## config.mk

```make
export PLATFORM = sky130hd
export DESIGN_NAME = top_n_pixel_locator
export DESIGN_NICKNAME = d
export VERILOG_FILES = /design/src/hdl/tnpl_pkg.sv /design/src/hdl/tnpl_csr.sv /design/src/hdl/tnpl_ctrl.sv /design/src/hdl/tnpl_datapath.sv /design/src/hdl/top_n_pixel_locator.sv
export SDC_FILE = /design/constraint.sdc
export NUM_CORES = 2
export LEC_CHECK = 0
export CORE_ASPECT_RATIO = 1.25
export CORE_MARGIN = 2
export CORE_UTILIZATION = 24
export CTS_BUF_LIST = sky130_fd_sc_hd__clkbuf_4 sky130_fd_sc_hd__clkbuf_8
export CTS_CLUSTER_SIZE = 25
export DETAILED_ROUTE_END_ITERATION = 8
export DONT_BUFFER_PORTS = 1
export GPL_ROUTABILITY_DRIVEN = 0
export PLACE_DENSITY_LB_ADDON = 0.3
export SETUP_SLACK_MARGIN = 0.2
export SLEW_MARGIN = 20
export SYNTH_ARGS = -nofsm -noshare
export SYNTH_HDL_FRONTEND = slang
export SYNTH_HIERARCHICAL = 1
export SYNTH_SLANG_ARGS = --single-unit
```

## constraint.sdc

```tcl
create_clock -name clock -period 8.4 [get_ports clock]
set_input_delay 0.84 -clock clock [delete_from_list [all_inputs] [get_ports clock]]
set_output_delay 0.84 -clock clock [all_outputs]
set_load 0.05 [all_outputs]
```

## src/hdl/tnpl_pkg.sv

```systemverilog
// Shared types, register codes and constants of the top-n pixel locator.
package tnpl_pkg;

   localparam int COORD_BITS     = 12;
   localparam int CSR_DATA_BITS  = 12;
   localparam int CSR_INDEX_BITS = 2;
   localparam int KEEP_CFG_BITS  = 5;

   localparam int DEF_MAX_KEEP   = 16;
   localparam int DEF_MAX_COLS   = 3840;
   localparam int DEF_MAX_ROWS   = 2160;
   localparam int DEF_PIXEL_BITS = 24;

   localparam logic [CSR_INDEX_BITS-1:0] CSR_FRAME_ROWS = 2'd0;
   localparam logic [CSR_INDEX_BITS-1:0] CSR_FRAME_COLS = 2'd1;
   localparam logic [CSR_INDEX_BITS-1:0] CSR_KEEP_COUNT = 2'd2;

   localparam logic [COORD_BITS-1:0]    RST_FRAME_ROWS = 12'd2160;
   localparam logic [COORD_BITS-1:0]    RST_FRAME_COLS = 12'd3840;
   localparam logic [KEEP_CFG_BITS-1:0] RST_KEEP_COUNT = 5'd16;

   // frame geometry, already clamped, as last column / last row
   typedef struct packed {
      logic [COORD_BITS-1:0] rows_m1;
      logic [COORD_BITS-1:0] cols_m1;
   } cfg_type;

   typedef struct packed {
      logic rank_en;   // rank the accepted pixel and advance the counters
      logic shift_en;  // head slot delivered, move the list up one place
      logic clear_en;  // last rank delivered, empty the list
   } cmd_type;

   typedef struct packed {
      logic frame_end; // counters sit on the last pixel of the frame
   } stat_type;

   // zero acts as one, above the limit acts as the limit; returns value minus one
   function automatic logic [COORD_BITS-1:0] clamp_m1(input logic [COORD_BITS-1:0] v,
                                                      input logic [COORD_BITS-1:0] hi);
      logic [COORD_BITS-1:0] c;
      if (v == '0)
         c = COORD_BITS'(1);
      else if (v > hi)
         c = hi;
      else
         c = v;
      return c - COORD_BITS'(1);
   endfunction

endpackage

```

## src/hdl/tnpl_csr.sv

```systemverilog
// Configuration registers with range clamping.
module tnpl_csr #(
   parameter int MAX_KEEP = 16,
   parameter int MAX_COLS = 3840,
   parameter int MAX_ROWS = 2160,
   localparam int KEEP_W  = $clog2(MAX_KEEP + 1)
) (
   input  logic                                 clock,
   input  logic                                 reset,
   input  logic                                 csr_wr_en,
   input  logic [tnpl_pkg::CSR_INDEX_BITS-1:0]  csr_index,
   input  logic [tnpl_pkg::CSR_DATA_BITS-1:0]   csr_wdata,
   output tnpl_pkg::cfg_type                    cfg,
   output logic [KEEP_W-1:0]                    keep_n
);
   import tnpl_pkg::*;

   localparam int KW = (KEEP_W > KEEP_CFG_BITS) ? KEEP_W : KEEP_CFG_BITS;

   logic [COORD_BITS-1:0]    rows_ff, rows_in;
   logic [COORD_BITS-1:0]    cols_ff, cols_in;
   logic [KEEP_CFG_BITS-1:0] keep_ff, keep_in;
   logic [KW-1:0]            keep_ext;

   always_comb begin
      rows_in = rows_ff;
      cols_in = cols_ff;
      keep_in = keep_ff;
      if (csr_wr_en) begin
         unique case (csr_index)
            CSR_FRAME_ROWS: rows_in = csr_wdata[COORD_BITS-1:0];
            CSR_FRAME_COLS: cols_in = csr_wdata[COORD_BITS-1:0];
            CSR_KEEP_COUNT: keep_in = csr_wdata[KEEP_CFG_BITS-1:0];
            default: ;  // unknown index: write dropped
         endcase
      end
   end

   always_ff @(posedge clock) begin
      if (reset) begin
         rows_ff <= RST_FRAME_ROWS;
         cols_ff <= RST_FRAME_COLS;
         keep_ff <= RST_KEEP_COUNT;
      end else begin
         rows_ff <= rows_in;
         cols_ff <= cols_in;
         keep_ff <= keep_in;
      end
   end

   assign cfg.rows_m1 = clamp_m1(rows_ff, COORD_BITS'(MAX_ROWS));
   assign cfg.cols_m1 = clamp_m1(cols_ff, COORD_BITS'(MAX_COLS));

   assign keep_ext = KW'(keep_ff);
   assign keep_n   = (keep_ext == '0)           ? KEEP_W'(1) :
                     (keep_ext > KW'(MAX_KEEP)) ? KEEP_W'(MAX_KEEP) :
                                                  KEEP_W'(keep_ext);

endmodule

```

## src/hdl/tnpl_ctrl.sv

```systemverilog
// Controller: pixel intake versus ranked list readout.
module tnpl_ctrl #(
   parameter int MAX_KEEP = 16,
   localparam int KEEP_W  = $clog2(MAX_KEEP + 1)
) (
   input  logic                clock,
   input  logic                reset,
   input  logic                req_valid,
   output logic                req_stall,
   output logic                rsp_valid,
   input  logic                rsp_stall,
   output logic                rsp_last_rank,
   input  logic [KEEP_W-1:0]   keep_n,
   input  tnpl_pkg::stat_type  stat,
   output tnpl_pkg::cmd_type   cmd
);
   import tnpl_pkg::*;

   localparam logic ST_RUN  = 1'b0;
   localparam logic ST_DUMP = 1'b1;

   logic              state_ff, state_in;
   logic [KEEP_W-1:0] idx_ff, idx_in;
   logic              last;
   logic              out_take;

   assign req_stall     = (state_ff == ST_DUMP);
   assign rsp_valid     = (state_ff == ST_DUMP);
   assign last          = (idx_ff == keep_n - KEEP_W'(1));
   assign rsp_last_rank = last;
   assign out_take      = rsp_valid && !rsp_stall;

   assign cmd.rank_en  = req_valid && !req_stall;
   assign cmd.shift_en = out_take && !last;
   assign cmd.clear_en = out_take && last;

   always_comb begin
      state_in = state_ff;
      idx_in   = idx_ff;
      unique case (state_ff)
         ST_RUN: begin
            if (cmd.rank_en && stat.frame_end) begin
               state_in = ST_DUMP;
               idx_in   = '0;
            end
         end
         ST_DUMP: begin
            if (out_take) begin
               if (last)
                  state_in = ST_RUN;
               else
                  idx_in = idx_ff + KEEP_W'(1);
            end
         end
         default: state_in = ST_RUN;
      endcase
   end

   always_ff @(posedge clock) begin
      if (reset) begin
         state_ff <= ST_RUN;
         idx_ff   <= '0;
      end else begin
         state_ff <= state_in;
         idx_ff   <= idx_in;
      end
   end

endmodule

```

## src/hdl/tnpl_datapath.sv

```systemverilog
// Datapath: raster counters and the sorted top-n slot list.
module tnpl_datapath #(
   parameter int MAX_KEEP   = 16,
   parameter int PIXEL_BITS = 24,
   localparam int KEEP_W    = $clog2(MAX_KEEP + 1)
) (
   input  logic                              clock,
   input  logic                              reset,
   input  logic [PIXEL_BITS-1:0]             pixel,
   input  tnpl_pkg::cfg_type                 cfg,
   input  logic [KEEP_W-1:0]                 keep_n,
   input  tnpl_pkg::cmd_type                 cmd,
   output tnpl_pkg::stat_type                stat,
   output logic [tnpl_pkg::COORD_BITS-1:0]   head_col,
   output logic [tnpl_pkg::COORD_BITS-1:0]   head_row
);
   import tnpl_pkg::*;

   logic [COORD_BITS-1:0] col_ff, col_in;
   logic [COORD_BITS-1:0] row_ff, row_in;
   logic                  end_col, end_row;

   assign end_col        = (col_ff >= cfg.cols_m1);
   assign end_row        = (row_ff >= cfg.rows_m1);
   assign stat.frame_end = end_col && end_row;

   always_comb begin
      col_in = col_ff;
      row_in = row_ff;
      if (cmd.rank_en) begin
         if (!end_col) begin
            col_in = col_ff + COORD_BITS'(1);
         end else begin
            col_in = '0;
            row_in = end_row ? '0 : row_ff + COORD_BITS'(1);
         end
      end
   end

   always_ff @(posedge clock) begin
      if (reset) begin
         col_ff <= '0;
         row_ff <= '0;
      end else begin
         col_ff <= col_in;
         row_ff <= row_in;
      end
   end

   // slot list, slot 0 holds the highest value
   logic [PIXEL_BITS-1:0] val_ff [MAX_KEEP];
   logic [COORD_BITS-1:0] scol_ff[MAX_KEEP];
   logic [COORD_BITS-1:0] srow_ff[MAX_KEEP];
   logic [PIXEL_BITS-1:0] val_in [MAX_KEEP];
   logic [COORD_BITS-1:0] scol_in[MAX_KEEP];
   logic [COORD_BITS-1:0] srow_in[MAX_KEEP];
   logic [PIXEL_BITS-1:0] up_val [MAX_KEEP];
   logic [COORD_BITS-1:0] up_col [MAX_KEEP];
   logic [COORD_BITS-1:0] up_row [MAX_KEEP];
   logic [PIXEL_BITS-1:0] dn_val [MAX_KEEP];
   logic [COORD_BITS-1:0] dn_col [MAX_KEEP];
   logic [COORD_BITS-1:0] dn_row [MAX_KEEP];
   logic [MAX_KEEP-1:0]   in_use, gt, ahead;

   for (genvar j = 0; j < MAX_KEEP; j++) begin : g_slot
      assign in_use[j] = (KEEP_W'(j) < keep_n);
      assign gt[j]     = in_use[j] && (pixel > val_ff[j]);

      if (j == 0) begin : g_first
         assign ahead[j]  = 1'b0;
         assign dn_val[j] = '0;
         assign dn_col[j] = '0;
         assign dn_row[j] = '0;
      end else begin : g_rest
         assign ahead[j]  = |gt[j-1:0];
         assign dn_val[j] = val_ff[j-1];
         assign dn_col[j] = scol_ff[j-1];
         assign dn_row[j] = srow_ff[j-1];
      end

      if (j == MAX_KEEP - 1) begin : g_tail
         assign up_val[j] = '0;
         assign up_col[j] = '0;
         assign up_row[j] = '0;
      end else begin : g_body
         assign up_val[j] = val_ff[j+1];
         assign up_col[j] = scol_ff[j+1];
         assign up_row[j] = srow_ff[j+1];
      end

      always_comb begin
         val_in[j]  = val_ff[j];
         scol_in[j] = scol_ff[j];
         srow_in[j] = srow_ff[j];
         if (cmd.clear_en) begin
            val_in[j]  = '0;
            scol_in[j] = '0;
            srow_in[j] = '0;
         end else if (cmd.shift_en) begin
            val_in[j]  = up_val[j];
            scol_in[j] = up_col[j];
            srow_in[j] = up_row[j];
         end else if (cmd.rank_en) begin
            if (gt[j] && !ahead[j]) begin
               val_in[j]  = pixel;
               scol_in[j] = col_ff;
               srow_in[j] = row_ff;
            end else if (ahead[j] && in_use[j]) begin
               val_in[j]  = dn_val[j];
               scol_in[j] = dn_col[j];
               srow_in[j] = dn_row[j];
            end
         end
      end

      always_ff @(posedge clock) begin
         if (reset) begin
            val_ff[j]  <= '0;
            scol_ff[j] <= '0;
            srow_ff[j] <= '0;
         end else begin
            val_ff[j]  <= val_in[j];
            scol_ff[j] <= scol_in[j];
            srow_ff[j] <= srow_in[j];
         end
      end
   end

   assign head_col = scol_ff[0];
   assign head_row = srow_ff[0];

endmodule

```

## src/hdl/top_n_pixel_locator.sv

```systemverilog
// Top level of the top-n pixel locator.
//
// Usage:
//  - Request channel (req_valid / req_stall / req_pixel): one packed pixel per
//    request, in raster order. A pixel is ranked in the cycle it is accepted,
//    so the block takes one pixel per clock while the frame runs.
//  - Response channel (rsp_valid / rsp_stall / rsp_coord_x / rsp_coord_y /
//    rsp_last_rank): after the last pixel of a frame the block reports
//    keep_count coordinate pairs, highest value first, the final one marked
//    by rsp_last_rank. Unfilled ranks report (0,0).
//  - Readout: the first response is valid the cycle after the last pixel is
//    accepted; ranks go out one per cycle while the receiver does not stall,
//    and a stall holds the current rank. The slot list shifts up one place
//    per delivered response, so the head slot is the output register and
//    holds steady under stall.
//  - During readout req_stall is high; intake resumes the cycle after the
//    last rank is taken, with an empty list and counters at zero.
//  - CSR port: frame_rows, frame_cols, keep_count; write only while idle.
//  - Reset (synchronous, active high) empties the list, zeroes the counters
//    and restores the default geometry.
module top_n_pixel_locator #(
   parameter int MAX_KEEP   = tnpl_pkg::DEF_MAX_KEEP,
   parameter int MAX_COLS   = tnpl_pkg::DEF_MAX_COLS,
   parameter int MAX_ROWS   = tnpl_pkg::DEF_MAX_ROWS,
   parameter int PIXEL_BITS = tnpl_pkg::DEF_PIXEL_BITS
) (
   input  logic                                clock,
   input  logic                                reset,
   input  logic                                req_valid,
   output logic                                req_stall,
   input  logic [PIXEL_BITS-1:0]               req_pixel,
   output logic                                rsp_valid,
   input  logic                                rsp_stall,
   output logic [tnpl_pkg::COORD_BITS-1:0]     rsp_coord_x,
   output logic [tnpl_pkg::COORD_BITS-1:0]     rsp_coord_y,
   output logic                                rsp_last_rank,
   input  logic                                csr_wr_en,
   input  logic [tnpl_pkg::CSR_INDEX_BITS-1:0] csr_index,
   input  logic [tnpl_pkg::CSR_DATA_BITS-1:0]  csr_wdata
);
   import tnpl_pkg::*;

   localparam int KEEP_W = $clog2(MAX_KEEP + 1);

   cfg_type           cfg;
   logic [KEEP_W-1:0] keep_n;
   cmd_type           cmd;
   stat_type          stat;

   // clamped geometry and rank count
   tnpl_csr #(
      .MAX_KEEP (MAX_KEEP),
      .MAX_COLS (MAX_COLS),
      .MAX_ROWS (MAX_ROWS)
   ) u_csr (
      .clock     (clock),
      .reset     (reset),
      .csr_wr_en (csr_wr_en),
      .csr_index (csr_index),
      .csr_wdata (csr_wdata),
      .cfg       (cfg),
      .keep_n    (keep_n)
   );

   // handshakes and readout sequencing
   tnpl_ctrl #(
      .MAX_KEEP (MAX_KEEP)
   ) u_ctrl (
      .clock         (clock),
      .reset         (reset),
      .req_valid     (req_valid),
      .req_stall     (req_stall),
      .rsp_valid     (rsp_valid),
      .rsp_stall     (rsp_stall),
      .rsp_last_rank (rsp_last_rank),
      .keep_n        (keep_n),
      .stat          (stat),
      .cmd           (cmd)
   );

   // counters and sorted slots; head slot drives the response payload
   tnpl_datapath #(
      .MAX_KEEP   (MAX_KEEP),
      .PIXEL_BITS (PIXEL_BITS)
   ) u_dp (
      .clock    (clock),
      .reset    (reset),
      .pixel    (req_pixel),
      .cfg      (cfg),
      .keep_n   (keep_n),
      .cmd      (cmd),
      .stat     (stat),
      .head_col (rsp_coord_x),
      .head_row (rsp_coord_y)
   );

endmodule

```

### Word-level counts from Yosys, hierarchy flattened

Memories as Yosys holds them, arrays and structs flattened.
Cells that the tools add are included.

| storage, ports and cells | value |
|---|---|
| flip-flop bits (word level) | 59 |
| memories | 3 |
| logic and storage cells | 505 |
| bits of input ports | 43 |
| output and inout bits | 27 |
| bits in writable memories | 768 |

| cells by class | value |
|---|---|
| equal/unequal tests | 6 |
| multiplexer cells | 304 |
| $lt $le $gt $ge | 37 |
| add/sub/neg operators | 6 |
| reduce and logical (&&, ||, !) cells | 93 |
| bitwise logic cells | 49 |

Memories:

| name | depth | bits a word | read ports | clocked after Yosys merged registers in | write ports | RTL line | RTL |
|---|---|---|---|---|---|---|---|
| u_dp.val_ff | 16 | 24 | 16 | 0 | 16 | tnpl_datapath.sv:51 | `logic [PIXEL_BITS-1:0] val_ff [MAX_KEEP];` |
| u_dp.scol_ff | 16 | 12 | 16 | 0 | 16 | tnpl_datapath.sv:52 | `logic [COORD_BITS-1:0] scol_ff[MAX_KEEP];` |
| u_dp.srow_ff | 16 | 12 | 16 | 0 | 16 | tnpl_datapath.sv:53 | `logic [COORD_BITS-1:0] srow_ff[MAX_KEEP];` |

Operator list:

| kind | count |
|---|---|
| 2-to-1 mux 12 bit | 196 |
| 2-to-1 mux 24 bit | 95 |
| greater-than comparator 24 bit | 16 |
| logical AND 1 bit | 52 |
| bitwise OR 1 bit | 48 |
| less-than comparator 4 x 5 -> 1 bit, first input constant | 8 |
| 2-to-1 mux 5 bit | 5 |
| adder 12 x 1 -> 12 bit, second input constant | 2 |
| greater-or-equal comparator 12 bit | 2 |
| greater-than comparator 12 bit, second input constant | 2 |
| logical NOT 12 bit | 2 |
| subtractor 12 x 1 -> 12 bit, second input constant | 2 |
| less-than comparator 3 x 5 -> 1 bit, first input constant | 4 |
| logical NOT 1 bit | 18 |
| OR reduction 15 bit | 1 |
| OR reduction 14 bit | 1 |
| OR reduction 13 bit | 1 |
| OR reduction 12 bit | 1 |
| OR reduction 11 bit | 1 |
| less-than comparator 1 x 5 -> 1 bit, first input constant | 2 |
| less-than comparator 2 x 5 -> 1 bit, first input constant | 2 |
| one-hot mux 5 bit (2 select lines) | 1 |
| OR reduction 10 bit | 1 |
| OR reduction 9 bit | 1 |
| 22 further kinds | 31 |

### Depth between registers and ports, before layout

| depth | value |
|---|---|
| depth after elaboration | 13 |
| depth in mapped cells | 19 |

### Modules after synthesis

Netlist, hierarchy kept.

By module, submodules not included:

| module | cells an instance | area each (µm²) | times used |
|---|---|---|---|
| tnpl_datapath | 6132 | 50820.0 | 1 |
| tnpl_csr | 227 | 1687.9 | 1 |
| tnpl_ctrl | 57 | 465.4 | 1 |

### Least setup slack after synthesis

Ideal clock, no wire load.

| path | value |
|---|---|
| path kind | reg2reg |
| start | register u_csr.cols_ff[2] |
| end | register u_ctrl.idx_ff[0] |
| setup slack | 4.060 ns |
| arrival time | 4.282 ns |
| path buffers | 1 |
| cell stages (with the launch flop) | 19 |
| library setup time | 0.058 ns |
| period minus slack after synthesis | 4.340 ns |
| path through | dfxtp_1 -> or4_1 -> nor4_4 -> a21oi_1 -> ha_1 -> inv_1 -> inv_1 -> ha_1 -> a21o_1 -> a21o_1 -> a21o_1 -> a21o_1 -> a2111oi_0 -> nor2_1 -> clkbuf_1 -> and2_1 -> a211oi_1 -> a21o_1 -> mux2_2 |

RTL lines:

| item | RTL line | RTL |
|---|---|---|
| start, declared | tnpl_csr.sv:21 | `logic [COORD_BITS-1:0] cols_ff, cols_in;` |
| start signal, assigned | tnpl_csr.sv:46 | `cols_ff <= cols_in;` |
| end signal, assigned | tnpl_ctrl.sv:65 | `idx_ff <= idx_in;` |
| end, declared | tnpl_ctrl.sv:23 | `logic [KEEP_W-1:0] idx_ff, idx_in;` |

==> key figures <==
Timing
  – Fin. Hold Viols: 0
  – Worst slew pin tran: 1.23 ns
  – Slew HR: 0.175
  – Setup TNS Final: 0 ns
  – Setup violators final: 0
  – Clk_skew: 0.0479 ns
  – Minimum clock period: ~5.7 ns
  – Period utilization: 0.677
  – Slew Viols, Final: 0
  – Fmax: 176 MHz
  – RSZ-0062 raised after global routing: no

Worst setup path
  – WP data arrival: ~6.5 ns
  – Worst Path Buf+Inv: 6
  – Crit start category: flip-flop
  – Critical Path RT: between 9 and 10 ns
  – Most frequent CP cell: buf_4
  – Crit path cell chain: buf_4, nor2_1, buf_4, inv_1, ha_1, nor2b_1, or3_1, a311o_2, clkinv_4, nor2_4, inv_6, nand2_1, a21oi_4, buf_4, a22o_1
  – CP top delay family: buffers and inverters
  – Crit-path slowest cell: a21oi_4
  – Critical setup path kind: reg2reg
  – Critical Path Fanout Max: 75
  – CP max stage delay: 1.06 ns
  – CP Capture Type: flip-flop

Drt
  – DRT Pass-1 Iters: 5
  – DRC viols: 0
  – Wire per inst: 20.8 um
  – Vias per Instance: 5.33
  – Post-DRT Antenna Nets: 0
  – Final WL: 190,000 um
  – Via count: 48,700
  – Iter 0 DRT Violations: about 3,200

Clock network
  – CTS tree: built
  – Clock root cell: clkbuf_8
  – Reg clk slew, reported paths: approximately 0.060 ns
  – Clock Path Buffers: 3
  – H-tree depth: 4
  – Setup bufs post-CTS: 0
  – Sink Count: just over 800
  – Worst skew pair latency: 0.90 ns
  – Inserted Clock Buffers: 161

Finish
  – Nets: 6,551
  – Storage cell area: between 15,000 and 20,000 um^2
  – Most common cell after layout, fill and taps aside: dfxtp_1
  – P&R area growth vs syn: 11.3%
  – FILL cells: 23,700
  – Post-Layout Inst Area: 59,000 um^2
  – Share of cells above drive strength 1: 0.0794
  – Most frequent cells in the layout: 827 x dfxtp_1, 579 x nand2_1, 485 x mux2i_1
  – Area of the multi-input gates: 32,800 um^2

Synth
  – Seq/Total Area, Yosys: 0.313
  – Synth unique cells: slightly below 90
  – Post-Syn Nets: slightly below 7,000
  – Mapped cell area: 53,000 um^2
  – #FFs+latches synth: 827
  – Post-Syn Area per Cell: approximately 8.3 um^2
  – Largest cells by area after synthesis: dfxtp_1 31%, ha_1 9.8%, mux2i_1 9.2%, nand2_1 4.1%, a22o_1 4.0%
  – Synth top area share: 0.313
  – Post-synth top area cell: dfxtp_1
  – Prevailing post-synth register cell: dfxtp_1
  – Post-synth EDFFs: 0
  – Gate Count Post-Synth: between 6,000 and 7,000
  – Async set-or-reset flop fraction in the synthesized netlist: 0
  – Yosys warnings: 6

Placed design
  – Area after DPL: 55,400 um^2
  – Port bufs: 0
  – Detailed Place HPWL: 130,000 um

Pwr
  – Worst vdd ir: 0.000119 V
  – PD cells: approximately 170 nW/um^2
  – Final Power: 9.89 mW
  – Leakage: approximately 21 nW

Global route
  – Antenna violations before repair: 2
  – Largest net degree at the start of global routing: 197
  – Vias in the first global route: 48,600
  – Gr ovfl total: 0
  – Global-route wire length before repair: 291,000 um
  – Total GRT Usage: 0.163

Run status
  – Run status: finished clean

Die
  – I/O Pins: 70
  – Core ar.: 219,000 um^2
  – Die width: 424 um
  – Num rows: 192
  – Starting Density: 0.242
  – Die area: 225,000 um^2
  – Die Ht: 529 um

Min path
  – Hold Path Class: in2reg

Job
  – Max Cap Viol: 0
## registers in the layout (all words and copies together), names as in the netlist, 5 cells and up
register	cells
u_dp/srow_ff	192
u_dp/row_ff	12
u_csr/rows_ff	12
u_csr/cols_ff	12
u_dp/scol_ff	192
u_ctrl/idx_ff	5
u_dp/col_ff	12
u_csr/keep_ext	5
u_dp/val_ff	384
## routing by layer
| layer | part of all wire | track usage | routed length (um) | up-vias |
|---|---|---|---|---|
| met5 | 0 | 0 | 0 | - |
| met4 | 0.037 | 0.0638 | 7050 | 0 |
| met3 | 0.044 | 0.0226 | 8320 | 369 |
| met2 | 0.50 | 0.293 | 95400 | 1274 |
| met1 | 0.42 | 0.194 | 79400 | 24000 |
| li1 | - | - | - | 23000 |
## kinds of logic (layout without fill, tap and decap cells)
family,after synthesis,after routing,share of synthesized area
XOR/XNOR,36,36,0.00595
other,0,3,0
AO/OA/AOI/OAI,1812,1812,0.245
flip-flops,827,827,0.313
buffers and inverters,1005,807,0.0760
multiplexers,509,509,0.0967
adder cells (fa/ha/maj),414,414,0.0978
AND/OR/NAND/NOR,1813,1813,0.166
## worst paths after layout
check        slack (ns)  cells past startpoint           startpoint             endpoint
max                2.71                     15    u_csr/keep_ext[4]  u_dp/srow_ff[1][16]
min                0.09                      2        csr_wdata[11]    u_csr/rows_ff[11]
max reg2reg        2.71                     15    u_csr/keep_ext[4]  u_dp/srow_ff[1][16]
min reg2reg        0.46                      1  u_dp/val_ff[1][100]  u_dp/val_ff[1][100]
## report_power, final
group	internal [mW]	switching (mW)	total, mW
Clock	2.51	1.98	4.49
Combinational	0.438	0.821	1.26
Sequential	4.01	0.138	4.15
Total	6.96	2.94	9.89
## synthesized netlist by cell type, drive strengths merged, types with 12 or more instances
| library cell | number |
|---|---|
| a211o | 24 |
| a211oi | 91 |
| a21o | 65 |
| a21oi | 364 |
| a221o | 109 |
| a221oi | 55 |
| a22o | 242 |
| a22oi | 51 |
| a31oi | 12 |
| a32o | 71 |
| and2 | 12 |
| and4 | 14 |
| buf | 178 |
| clkbuf | 412 |
| dfxtp | 827 |
| ha | 414 |
| inv | 413 |
| mux2 | 24 |
| mux2i | 485 |
| nand2 | 581 |
| nand2b | 36 |
| nand3 | 159 |
| nand3b | 13 |
| nand4 | 207 |
| nor2 | 448 |
| nor2b | 76 |
| nor3 | 69 |
| nor3b | 127 |
| nor4 | 22 |
| o211ai | 138 |
| o21ai | 324 |
| o22ai | 50 |
| o2bb2ai | 49 |
| o311ai | 95 |
| xnor2 | 12 |
| xor2 | 24 |
## worst register-to-register path, stage by stage (launching register included)
cell,delay [ns]
dfxtp_1,0.32
buf_4,0.23
nor2_1,0.14
buf_4,0.29
inv_1,0.09
ha_1,0.24
nor2b_1,0.14
or3_1,0.35
a311o_2,0.46
clkinv_4,0.18
nor2_4,0.12
inv_6,0.58
nand2_1,0.73
a21oi_4,1.07
buf_4,0.48
a22o_1,0.22
## stage by stage
stage / worst slack [ns] / utilization / instances / hold slack [ns]
after global routing: 2.47 / 0.269 / 9130 / 0.0337
final: 2.71 / 0.269 / 9131 / 0.0882
after detailed placement: 1.83 / 0.253 / 8839 / 0.446
after global placement: 2.07 / 0.253 / 8839 / 0.443
after CTS: 2.55 / 0.269 / 9127 / 0.000895
after floorplan: 4.06 / - / 6416 / 0.432
## timing repair
| item | CTS | global route |
|---|---|---|
| gates resized for setup | 0 | 0 |
| hold buffers | 1 | 0 |
| hold endpoints to repair | 31 | 0 |
## layout make-up
| cell class | instances | share of cell area |
|---|---|---|
| repair buffers | 105 | 0.0157 |
| flip-flops and latches | 827 | 0.281 |
| inverters | 415 | 0.0266 |
| well taps | 2910 | 0.0617 |
| clock buffers | 253 | 0.0537 |
| clock inverters | 34 | 0.00619 |
| multi-input cells | 4584 | 0.555 |
| diodes | 3 | 0.000127 |
(Power assumes the default switching activity.)
